File: config.mk
export PLATFORM = sky130hd
export DESIGN_NAME = frame_chord_note_segmenter
export DESIGN_NICKNAME = d
export VERILOG_FILES = /design/src/fcns_pkg.sv /design/src/frame_chord_note_segmenter.sv /design/src/fcns_cell.sv
export SDC_FILE = /design/constraint.sdc
export NUM_CORES = 1
export LEC_CHECK = 0
export ABC_CLOCK_PERIOD_IN_PS = 15200
export BUFFER_PORTS_ARGS = -buffer_cell sky130_fd_sc_hd__clkbuf_2
export CAP_MARGIN = 40
export CORE_AREA = 2 2 204 206
export CTS_BUF_LIST = sky130_fd_sc_hd__clkbuf_4
export DETAILED_ROUTE_END_ITERATION = 6
export DIE_AREA = 0 0 206 208
export PLACE_DENSITY = 0.68
export RECOVER_POWER = 100
export SYNTH_ARGS = -nofsm -noshare
export SYNTH_HDL_FRONTEND = slang
export SYNTH_SLANG_ARGS = --single-unit
File: constraint.sdc
create_clock -name clock -period 15.2 [get_ports clock]
set_input_delay 0.76 -clock clock [delete_from_list [all_inputs] [get_ports clock]]
set_output_delay 0.76 -clock clock [all_outputs]
set_load 0.01 [all_outputs]
File: src/fcns_pkg.sv
// Package for the frame chord note segmenter.
// Holds shared widths, the slot cell control struct and the sequencer states.
package fcns_pkg;
   localparam int NoteBits   = 7;
   localparam int NoteFields = 10;
   localparam int CountBits  = 4;
   localparam int MinBits    = 10;
   localparam int OutFrameBits = 20;

   typedef logic [NoteBits-1:0] note_type;

   // Control broadcast from the sequencer to every slot cell
   typedef struct packed {
      logic shift_en;   // rotate contents one cell toward the head
      logic clear_head; // drop the head entry as it rotates
      logic load_tail;  // write a new note into the tail as it rotates
   } cell_ctrl_type;

   typedef enum logic [2:0] {
      ST_IDLE,
      ST_SCAN,
      ST_OUT,
      ST_FLUSH,
      ST_ONSET,
      ST_ROT
   } state_type;
endpackage

File: src/frame_chord_note_segmenter.sv
// Frame chord note segmenter: slots form a ring of cells rotated toward cell 0.
// Each request is accepted in idle; then every note number 0..127 takes one ring lap
// plus an output step, which waits while a result is stalled; then a flush step and
// two ring laps per chord note for onsets (search, then place).
// Throughput: one request per pass, set by the single ring. Reset (synchronous,
// active high) clears all slot valid bits and sets the minimum duration to 2.
module frame_chord_note_segmenter #(
   parameter int MAX_NOTES  = 10,
   parameter int FRAME_BITS = 20
) (
   input  logic                          clock,
   input  logic                          reset,
   input  logic                          csr_we,
   input  logic [fcns_pkg::MinBits-1:0]  csr_wdata,
   input  logic                          req_valid,
   output logic                          req_ready,
   input  logic [19:0]                   req_frame_index,
   input  logic [3:0]                    req_note_count,
   input  logic [6:0]                    req_note_0,
   input  logic [6:0]                    req_note_1,
   input  logic [6:0]                    req_note_2,
   input  logic [6:0]                    req_note_3,
   input  logic [6:0]                    req_note_4,
   input  logic [6:0]                    req_note_5,
   input  logic [6:0]                    req_note_6,
   input  logic [6:0]                    req_note_7,
   input  logic [6:0]                    req_note_8,
   input  logic [6:0]                    req_note_9,
   output logic                          rsp_valid,
   input  logic                          rsp_ready,
   output logic [6:0]                    rsp_ended_note,
   output logic [19:0]                   rsp_start_frame,
   output logic [19:0]                   rsp_duration_frames,
   output logic                          rsp_last_of_run
);
   import fcns_pkg::*;

   localparam int RotBits  = $clog2(MAX_NOTES + 1);
   localparam int CmpBits  = (FRAME_BITS > MinBits) ? FRAME_BITS : MinBits;

   state_type state_ff, state_in;
   logic [MinBits-1:0]    min_ff;
   logic [FRAME_BITS-1:0] frame_ff, frame_in;
   logic [CountBits-1:0]  count_ff, count_in;
   note_type              chord_ff [NoteFields];
   note_type              chord_in [NoteFields];
   logic [NoteBits:0]     scan_ff, scan_in;      // note being searched
   logic [3:0]            idx_ff, idx_in;        // chord note for onsets
   logic [RotBits-1:0]    rot_ff, rot_in;        // rotation steps done
   logic                  found_ff, found_in;    // match seen this rotation
   logic                  hit_ff, hit_in;        // held result candidate
   note_type              pn_ff, pn_in;
   logic [FRAME_BITS-1:0] ps_ff, ps_in;
   note_type              h_note_ff, h_note_in;
   logic [19:0]           h_start_ff, h_start_in, h_dur_ff, h_dur_in;
   logic                  o_valid_ff, o_valid_in;
   note_type              o_note_ff, o_note_in;
   logic [19:0]           o_start_ff, o_start_in, o_dur_ff, o_dur_in;
   logic                  o_last_ff, o_last_in;
   logic                  inc_ff, inc_in;        // note present in chord

   cell_ctrl_type         ctrl;
   logic                  c_valid [MAX_NOTES];
   note_type              c_note  [MAX_NOTES];
   logic [FRAME_BITS-1:0] c_start [MAX_NOTES];

   // Ring of slot cells: cell i takes from cell i+1, tail from head
   for (genvar g = 0; g < MAX_NOTES; g++) begin : g_cell
      localparam int Nx = (g + 1) % MAX_NOTES;
      fcns_cell #(.FRAME_BITS(FRAME_BITS)) u_cell (
         .clock, .reset, .ctrl,
         .is_tail(g == MAX_NOTES - 1),
         .prev_valid(c_valid[Nx]), .prev_note(c_note[Nx]),
         .prev_start(c_start[Nx]),
         .load_note(chord_ff[idx_ff]), .load_start(frame_ff),
         .valid(c_valid[g]), .note(c_note[g]), .start(c_start[g]));
   end

   logic                  head_match;
   logic [FRAME_BITS-1:0] dur;
   logic                  last_step;
   logic                  cur_in_chord;
   logic                  rsp_free;
   logic                  qual;

   assign rsp_free     = !o_valid_ff || rsp_ready;
   assign last_step    = (rot_ff == RotBits'(MAX_NOTES - 1));
   assign dur          = frame_ff - ps_ff;
   // An ended note is reported when its wrapped duration reaches the minimum
   assign qual         = found_ff && (CmpBits'(dur) >= CmpBits'(min_ff));

   // Compare head cell against the current search key
   always_comb begin
      if (state_ff == ST_ONSET) begin
         head_match = c_valid[0] && (c_note[0] == chord_ff[idx_ff]);
      end else begin
         head_match = c_valid[0] && (c_note[0] == scan_ff[NoteBits-1:0]);
      end
   end

   // Membership of scan note among chord notes (independent compares)
   always_comb begin
      cur_in_chord = 1'b0;
      for (int i = 0; i < NoteFields; i++) begin
         if (4'(i) < count_ff && chord_ff[i] == scan_ff[NoteBits-1:0]) begin
            cur_in_chord = 1'b1;
         end
      end
   end

   // Sequencer
   always_comb begin
      state_in = state_ff;
      frame_in = frame_ff;
      count_in = count_ff;
      chord_in = chord_ff;
      scan_in = scan_ff;
      idx_in = idx_ff;
      rot_in = rot_ff;
      found_in = found_ff;
      hit_in = hit_ff;
      pn_in = pn_ff;
      ps_in = ps_ff;
      h_note_in = h_note_ff;
      h_start_in = h_start_ff;
      h_dur_in = h_dur_ff;
      inc_in = inc_ff;
      o_valid_in = o_valid_ff && !rsp_ready;
      o_note_in = o_note_ff;
      o_start_in = o_start_ff;
      o_dur_in = o_dur_ff;
      o_last_in = o_last_ff;
      ctrl = '0;
      req_ready = 1'b0;
      unique case (state_ff)
         ST_IDLE: begin
            req_ready = 1'b1;
            if (req_valid) begin
               frame_in = FRAME_BITS'(req_frame_index);
               count_in = (req_note_count > 4'(NoteFields)) ? 4'(NoteFields)
                                                            : req_note_count;
               chord_in[0] = req_note_0; chord_in[1] = req_note_1;
               chord_in[2] = req_note_2; chord_in[3] = req_note_3;
               chord_in[4] = req_note_4; chord_in[5] = req_note_5;
               chord_in[6] = req_note_6; chord_in[7] = req_note_7;
               chord_in[8] = req_note_8; chord_in[9] = req_note_9;
               scan_in = '0;
               rot_in = '0;
               found_in = 1'b0;
               hit_in = 1'b0;
               state_in = ST_SCAN;
            end
         end
         ST_SCAN: begin
            // rotate full ring; drop head if it holds the scan note and ends
            ctrl.shift_en = 1'b1;
            if (rot_ff == '0) inc_in = cur_in_chord;
            if (head_match && !(rot_ff == '0 ? cur_in_chord : inc_ff)) begin
               ctrl.clear_head = 1'b1;
               found_in = 1'b1;
               pn_in = c_note[0];
               ps_in = c_start[0];
            end
            rot_in = rot_ff + 1'b1;
            if (last_step) begin
               rot_in = '0;
               state_in = ST_OUT;
            end
         end
         ST_OUT: begin
            // hold a qualifying result; emit the held one once a new
            // one proves it was not last
            if (rsp_free) begin
               if (qual && hit_ff) begin
                  o_valid_in = 1'b1;
                  o_note_in = h_note_ff;
                  o_start_in = h_start_ff;
                  o_dur_in = h_dur_ff;
                  o_last_in = 1'b0;
               end
               if (qual) begin
                  hit_in = 1'b1;
                  h_note_in = pn_ff;
                  h_start_in = 20'(ps_ff);
                  h_dur_in = 20'(dur);
               end
               found_in = 1'b0;
               if (scan_ff == 8'(127)) begin
                  state_in = ST_FLUSH;
               end else begin
                  scan_in = scan_ff + 1'b1;
                  state_in = ST_SCAN;
               end
            end
         end
         ST_FLUSH: begin
            // send the held result as the last of the run
            if (rsp_free) begin
               if (hit_ff) begin
                  o_valid_in = 1'b1;
                  o_note_in = h_note_ff;
                  o_start_in = h_start_ff;
                  o_dur_in = h_dur_ff;
                  o_last_in = 1'b1;
                  hit_in = 1'b0;
               end
               idx_in = '0;
               state_in = (count_ff == '0) ? ST_IDLE : ST_ONSET;
            end
         end
         ST_ONSET: begin
            // rotate ring looking for the chord note already sounding
            ctrl.shift_en = 1'b1;
            if (head_match) found_in = 1'b1;
            rot_in = rot_ff + 1'b1;
            if (last_step) begin
               rot_in = '0;
               state_in = ST_ROT;
            end
         end
         default: begin // ST_ROT: one more lap placing the note in first free slot
            ctrl.shift_en = 1'b1;
            if (!found_ff && !c_valid[0]) begin
               // free slot at head: mark found and load when it reaches tail
               found_in = 1'b1;
               ctrl.load_tail = 1'b1;
               ctrl.clear_head = 1'b0;
            end
            rot_in = rot_ff + 1'b1;
            if (last_step) begin
               rot_in = '0;
               found_in = 1'b0;
               if (idx_ff + 1'b1 == count_ff) begin
                  state_in = ST_IDLE;
               end else begin
                  idx_in = idx_ff + 1'b1;
                  state_in = ST_ONSET;
               end
            end
         end
      endcase
   end

   always_ff @(posedge clock) begin
      if (reset) begin
         state_ff <= ST_IDLE;
         min_ff <= MinBits'(2);
         o_valid_ff <= 1'b0;
      end else begin
         state_ff <= state_in;
         o_valid_ff <= o_valid_in;
         if (csr_we) min_ff <= csr_wdata;
      end
      frame_ff <= frame_in; count_ff <= count_in; chord_ff <= chord_in;
      scan_ff <= scan_in; idx_ff <= idx_in; rot_ff <= rot_in;
      found_ff <= found_in; hit_ff <= (state_ff == ST_IDLE) ? 1'b0 : hit_in;
      pn_ff <= pn_in; ps_ff <= ps_in; inc_ff <= inc_in;
      h_note_ff <= h_note_in; h_start_ff <= h_start_in; h_dur_ff <= h_dur_in;
      o_note_ff <= o_note_in; o_start_ff <= o_start_in;
      o_dur_ff <= o_dur_in; o_last_ff <= o_last_in;
   end

   assign rsp_valid = o_valid_ff;
   assign rsp_ended_note = o_note_ff;
   assign rsp_start_frame = o_start_ff;
   assign rsp_duration_frames = o_dur_ff;
   assign rsp_last_of_run = o_last_ff;
endmodule

File: src/fcns_cell.sv
// One slot cell of the note ring: valid flag, note number and start frame.
// Depends on fcns_pkg for the control struct.
module fcns_cell #(
   parameter int FRAME_BITS = 20
) (
   input  logic                     clock,
   input  logic                     reset,
   input  fcns_pkg::cell_ctrl_type  ctrl,
   input  logic                     is_tail,
   input  logic                     prev_valid,
   input  fcns_pkg::note_type       prev_note,
   input  logic [FRAME_BITS-1:0]    prev_start,
   input  fcns_pkg::note_type       load_note,
   input  logic [FRAME_BITS-1:0]    load_start,
   output logic                     valid,
   output fcns_pkg::note_type       note,
   output logic [FRAME_BITS-1:0]    start
);
   import fcns_pkg::*;

   logic                  valid_ff, valid_in;
   note_type              note_ff, note_in;
   logic [FRAME_BITS-1:0] start_ff, start_in;

   // Take the neighbor's entry on a shift; the tail may load instead
   always_comb begin
      valid_in = valid_ff;
      note_in  = note_ff;
      start_in = start_ff;
      if (ctrl.shift_en) begin
         valid_in = prev_valid && !(is_tail && ctrl.clear_head);
         note_in  = prev_note;
         start_in = prev_start;
         if (is_tail && ctrl.load_tail) begin
            valid_in = 1'b1;
            note_in  = load_note;
            start_in = load_start;
         end
      end
   end

   always_ff @(posedge clock) begin
      if (reset) begin
         valid_ff <= 1'b0;
      end else begin
         valid_ff <= valid_in;
      end
      note_ff  <= note_in;
      start_ff <= start_in;
   end

   assign valid = valid_ff;
   assign note  = note_ff;
   assign start = start_ff;
endmodule

==> qor.csv <==
metric;value;unit
Rel. slew slack;-207;%
post-CTS setup buffer count;0;
final net count;1585;
power per cell area;201;mW/mm^2
Gate Count Post-Synth;1168;
Worst-Skew Late Latency;0.83;ns
Fmax achieved;0.130;GHz
Detailed Routing Iterations Pass 1;5;
via/cell ratio;5.25;
CP Launch Type;flop;
NetSw;0.00133;W
die area;0.0428;sq mm
post-synth cell types;69;
GRT Total Usage;18.3;%
DP Area;0.0216;sq mm
starting density of the core;49.7;%
placed insts;1834;
Slew Limit Fails;372;
clk_skew;0.0396;ns
logic gate share of total power;16.8;%
clk buf depth;3;
Detailed Route Iter0 Violations;829;
WL per Instance;18.6;um
CP required;15.64;ns
total power;0.00467;W
# DRC;0;
Die H;208;um
Syn Nets;1312;
Fill cells;3222;
critical path peak fanout;114;
Synth Flop Type;edfxtp_1;
number of synthesized flops with an enable pin;504;
synthesized cell area;0.0202;sq mm
CTS tree;yes;
Slew @ Worst Pin;4.57;ns
critical path class;flop to flop;
fin cells;2073;
Rows;74;
setup TNS;0;ns
placer's final routability congestion estimate;0.868;
flops & latches, synth;529;
Final WS setup;7.50;ns
failing checks;max-capacitance violations, max-slew violations;
CP endpoint kind;flop;
Area Growth Syn to Fin;15.2;%
share of cells above drive strength 1;22.1;%
data arrival time of the worst path;8.14;ns
input/output buffers;158;
internal power;0.00334;W
final setup fails;0;
CTS Root Cell;clkbuf_4;
syn avg cell area;17.3;sq um
gr ovfl total;0;
Synth warnings;0;
Max Cap Violations;8;
vias in the first global route;11000;
Switching Share;28.5;%
Die X;206;um
clock period minus worst slack;7.70;ns
post-route cell area;0.0232;sq mm
DR vias;10900;
Clk pwr share;26.2;%
H-tree Lvls;4;
Hold Vio Cnt, Final;0;
RSZ-0062 raised after global routing;false;
io pins;159;
Seq pwr share;57.0;%
core region area;0.0406;sq mm
sequential-to-total area share from yosys stat;77.6;%
initial antenna violation count;1;
status;complete, but fails checks;
drt total wl;38500;um
DRT antenna net count;0;
wire length of the first global-routing pass;59200;um
R2R Setup Slk;7.50;ns
largest net degree at the start of global routing;115;
P_leak;8.17;nW
Worst-path clk slew;0.07;ns
dpl hpwl;25400;um
Tightest Hold Check Type;input pin to flop;
Peak supply drop;123;uV
clock sinks;529;
Setup WS pre-CTS;10.84;ns
period utilization;50.6;%
share of synthesized registers carrying an async set or reset;0;%
Inserted Clock Buffers;136;
critical path: stages (launching register included):
cell and delay, ns:
dfxtp_1 0.61, nor2b_1 0.14, nor2_1 0.11, clkbuf_1 0.43, clkinvlp_2 3.57, clkbuf_1 1.43
buf_16 0.46, buf_4 0.47
routing by layer:
layer	share of wire, %	GRT usage [%]	up-vias
li1	-	-	5105
met1	45	25.3	5386
met3	5.8	5.26	63
met5	0	0	-
met4	2.0	7.17	0
met2	47	27.5	336
state kept, by name (all words and copies together) (netlist names), 20 cells and up:
register             count
frame_ff                20
g_cell.u_cell.note      70
h_dur_ff                20
chord_ff                70
h_start_ff              20
ps_ff                   20
g_cell.u_cell.start    200
rsp_duration_frames     20
rsp_start_frame         20
placed cells by master, fill, tap and decap left out, drive strengths merged, types with 25 or more instances in the layout:
cell type	count
a21oi	43
clkbuf	367
clkinv	29
dfxtp	25
edfxtp	504
ha	34
inv	43
mux2	28
nand2	50
nor2	55
o21ai	26
xnor2	50
xor2	52
area by class of cell:
type                    count  area, sq um  share of cell area (%)
clock buffers             198         1490                    6.40
multi-input cells         560         4190                    18.1
repair buffers            172          790                    3.40
clock inverters            39          297                    1.28
flip-flops and latches    529        15600                    67.3
inverters                  42          159                   0.684
diodes                      1         2.50                  0.0108
well taps                 532          666                    2.87
through the flow:
stage / hold WS (ns) / util (%)
global placement: 0.401 / 53.2
detailed placement: 0.405 / 53.3
global route: 0.0117 / 57.3
CTS: 0.0000563 / 57.7
floorplan: 0.400 / -
finish: 0.109 / 57.3
worst paths after layout:
| check | from | end | depth (start not counted) |
|---|---|---|---|
| setup reg to reg | state_ff[1]$_SDFFE_PP0P_ | g_cell[9].u_cell.start[9]$_DFFE_PN_ | 7 |
| hold reg to reg | g_cell[3].u_cell.start[17]$_DFFE_PN_ | g_cell[2].u_cell.start[17]$_DFFE_PN_ | 0 |
| hold / removal | req_frame_index[15] | frame_ff[15]$_DFFE_PP_ | 1 |
| setup / recovery | state_ff[1]$_SDFFE_PP0P_ | g_cell[9].u_cell.start[9]$_DFFE_PN_ | 7 |
cells in the mapped netlist (4+ instances only):
library cell / count / share of area (%)
edfxtp_1: 504 / 75
nor2_1: 55 / 1.0
xor2_1: 52 / 2.3
nand2_1: 50 / 0.93
xnor2_1: 50 / 2.2
a21oi_1: 43 / 1.1
inv_1: 42 / 0.78
ha_1: 34 / 2.1
mux2_2: 28 / 1.6
dfxtp_1: 25 / 2.5
o21ai_0: 25 / 0.62
clkbuf_1: 23 / 0.43
mux2i_1: 18 / 0.89
nand3_1: 18 / 0.45
nand2b_1: 14 / 0.43
nand4_1: 13 / 0.40
nor3_1: 13 / 0.32
nor2b_1: 12 / 0.37
nor4_1: 11 / 0.34
buf_2: 10 / 0.25
mux4_2: 10 / 1.1
and2_1: 9 / 0.28
a211oi_1: 8 / 0.30
o21a_1: 7 / 0.26
or3_1: 7 / 0.22
a21o_1: 6 / 0.22
o211ai_1: 6 / 0.22
and3_1: 5 / 0.16
o21bai_1: 4 / 0.15
o22ai_1: 4 / 0.12
o31a_1: 4 / 0.17
logic make-up (layout without fill, tap and decap cells):
logic type      Yosys count  in the layout  synth area share, %
flops                   529            529                 77.6
simple gates            220            220                 5.57
compound gates          147            147                 5.04
xor+xnor                102            102                 4.43
buf+inv                  79            451                 1.61
mux                      56             56                 3.58
fa+ha+maj                35             35                 2.21
other cells               0              1                    0
power by group through the flow:
stage / logic [W] / registers, W / clock network [W]
final: 0.000785 / 0.00266 / 0.00122
after global routing: 0.000871 / 0.00272 / 0.00134
after CTS: 0.000821 / 0.00263 / 0.00127
after floorplan: 0.000613 / 0.00268 / 0
after detailed placement: 0.000819 / 0.00265 / 0
after global placement: 0.000774 / 0.00263 / 0
what timing repair did:
action | CTS | global route
hold endpoints to repair | 1 | 0
hold buffers | 1 | 0
resized for setup | 0 | 0
Note: power is estimated with default switching activity, not from simulation.
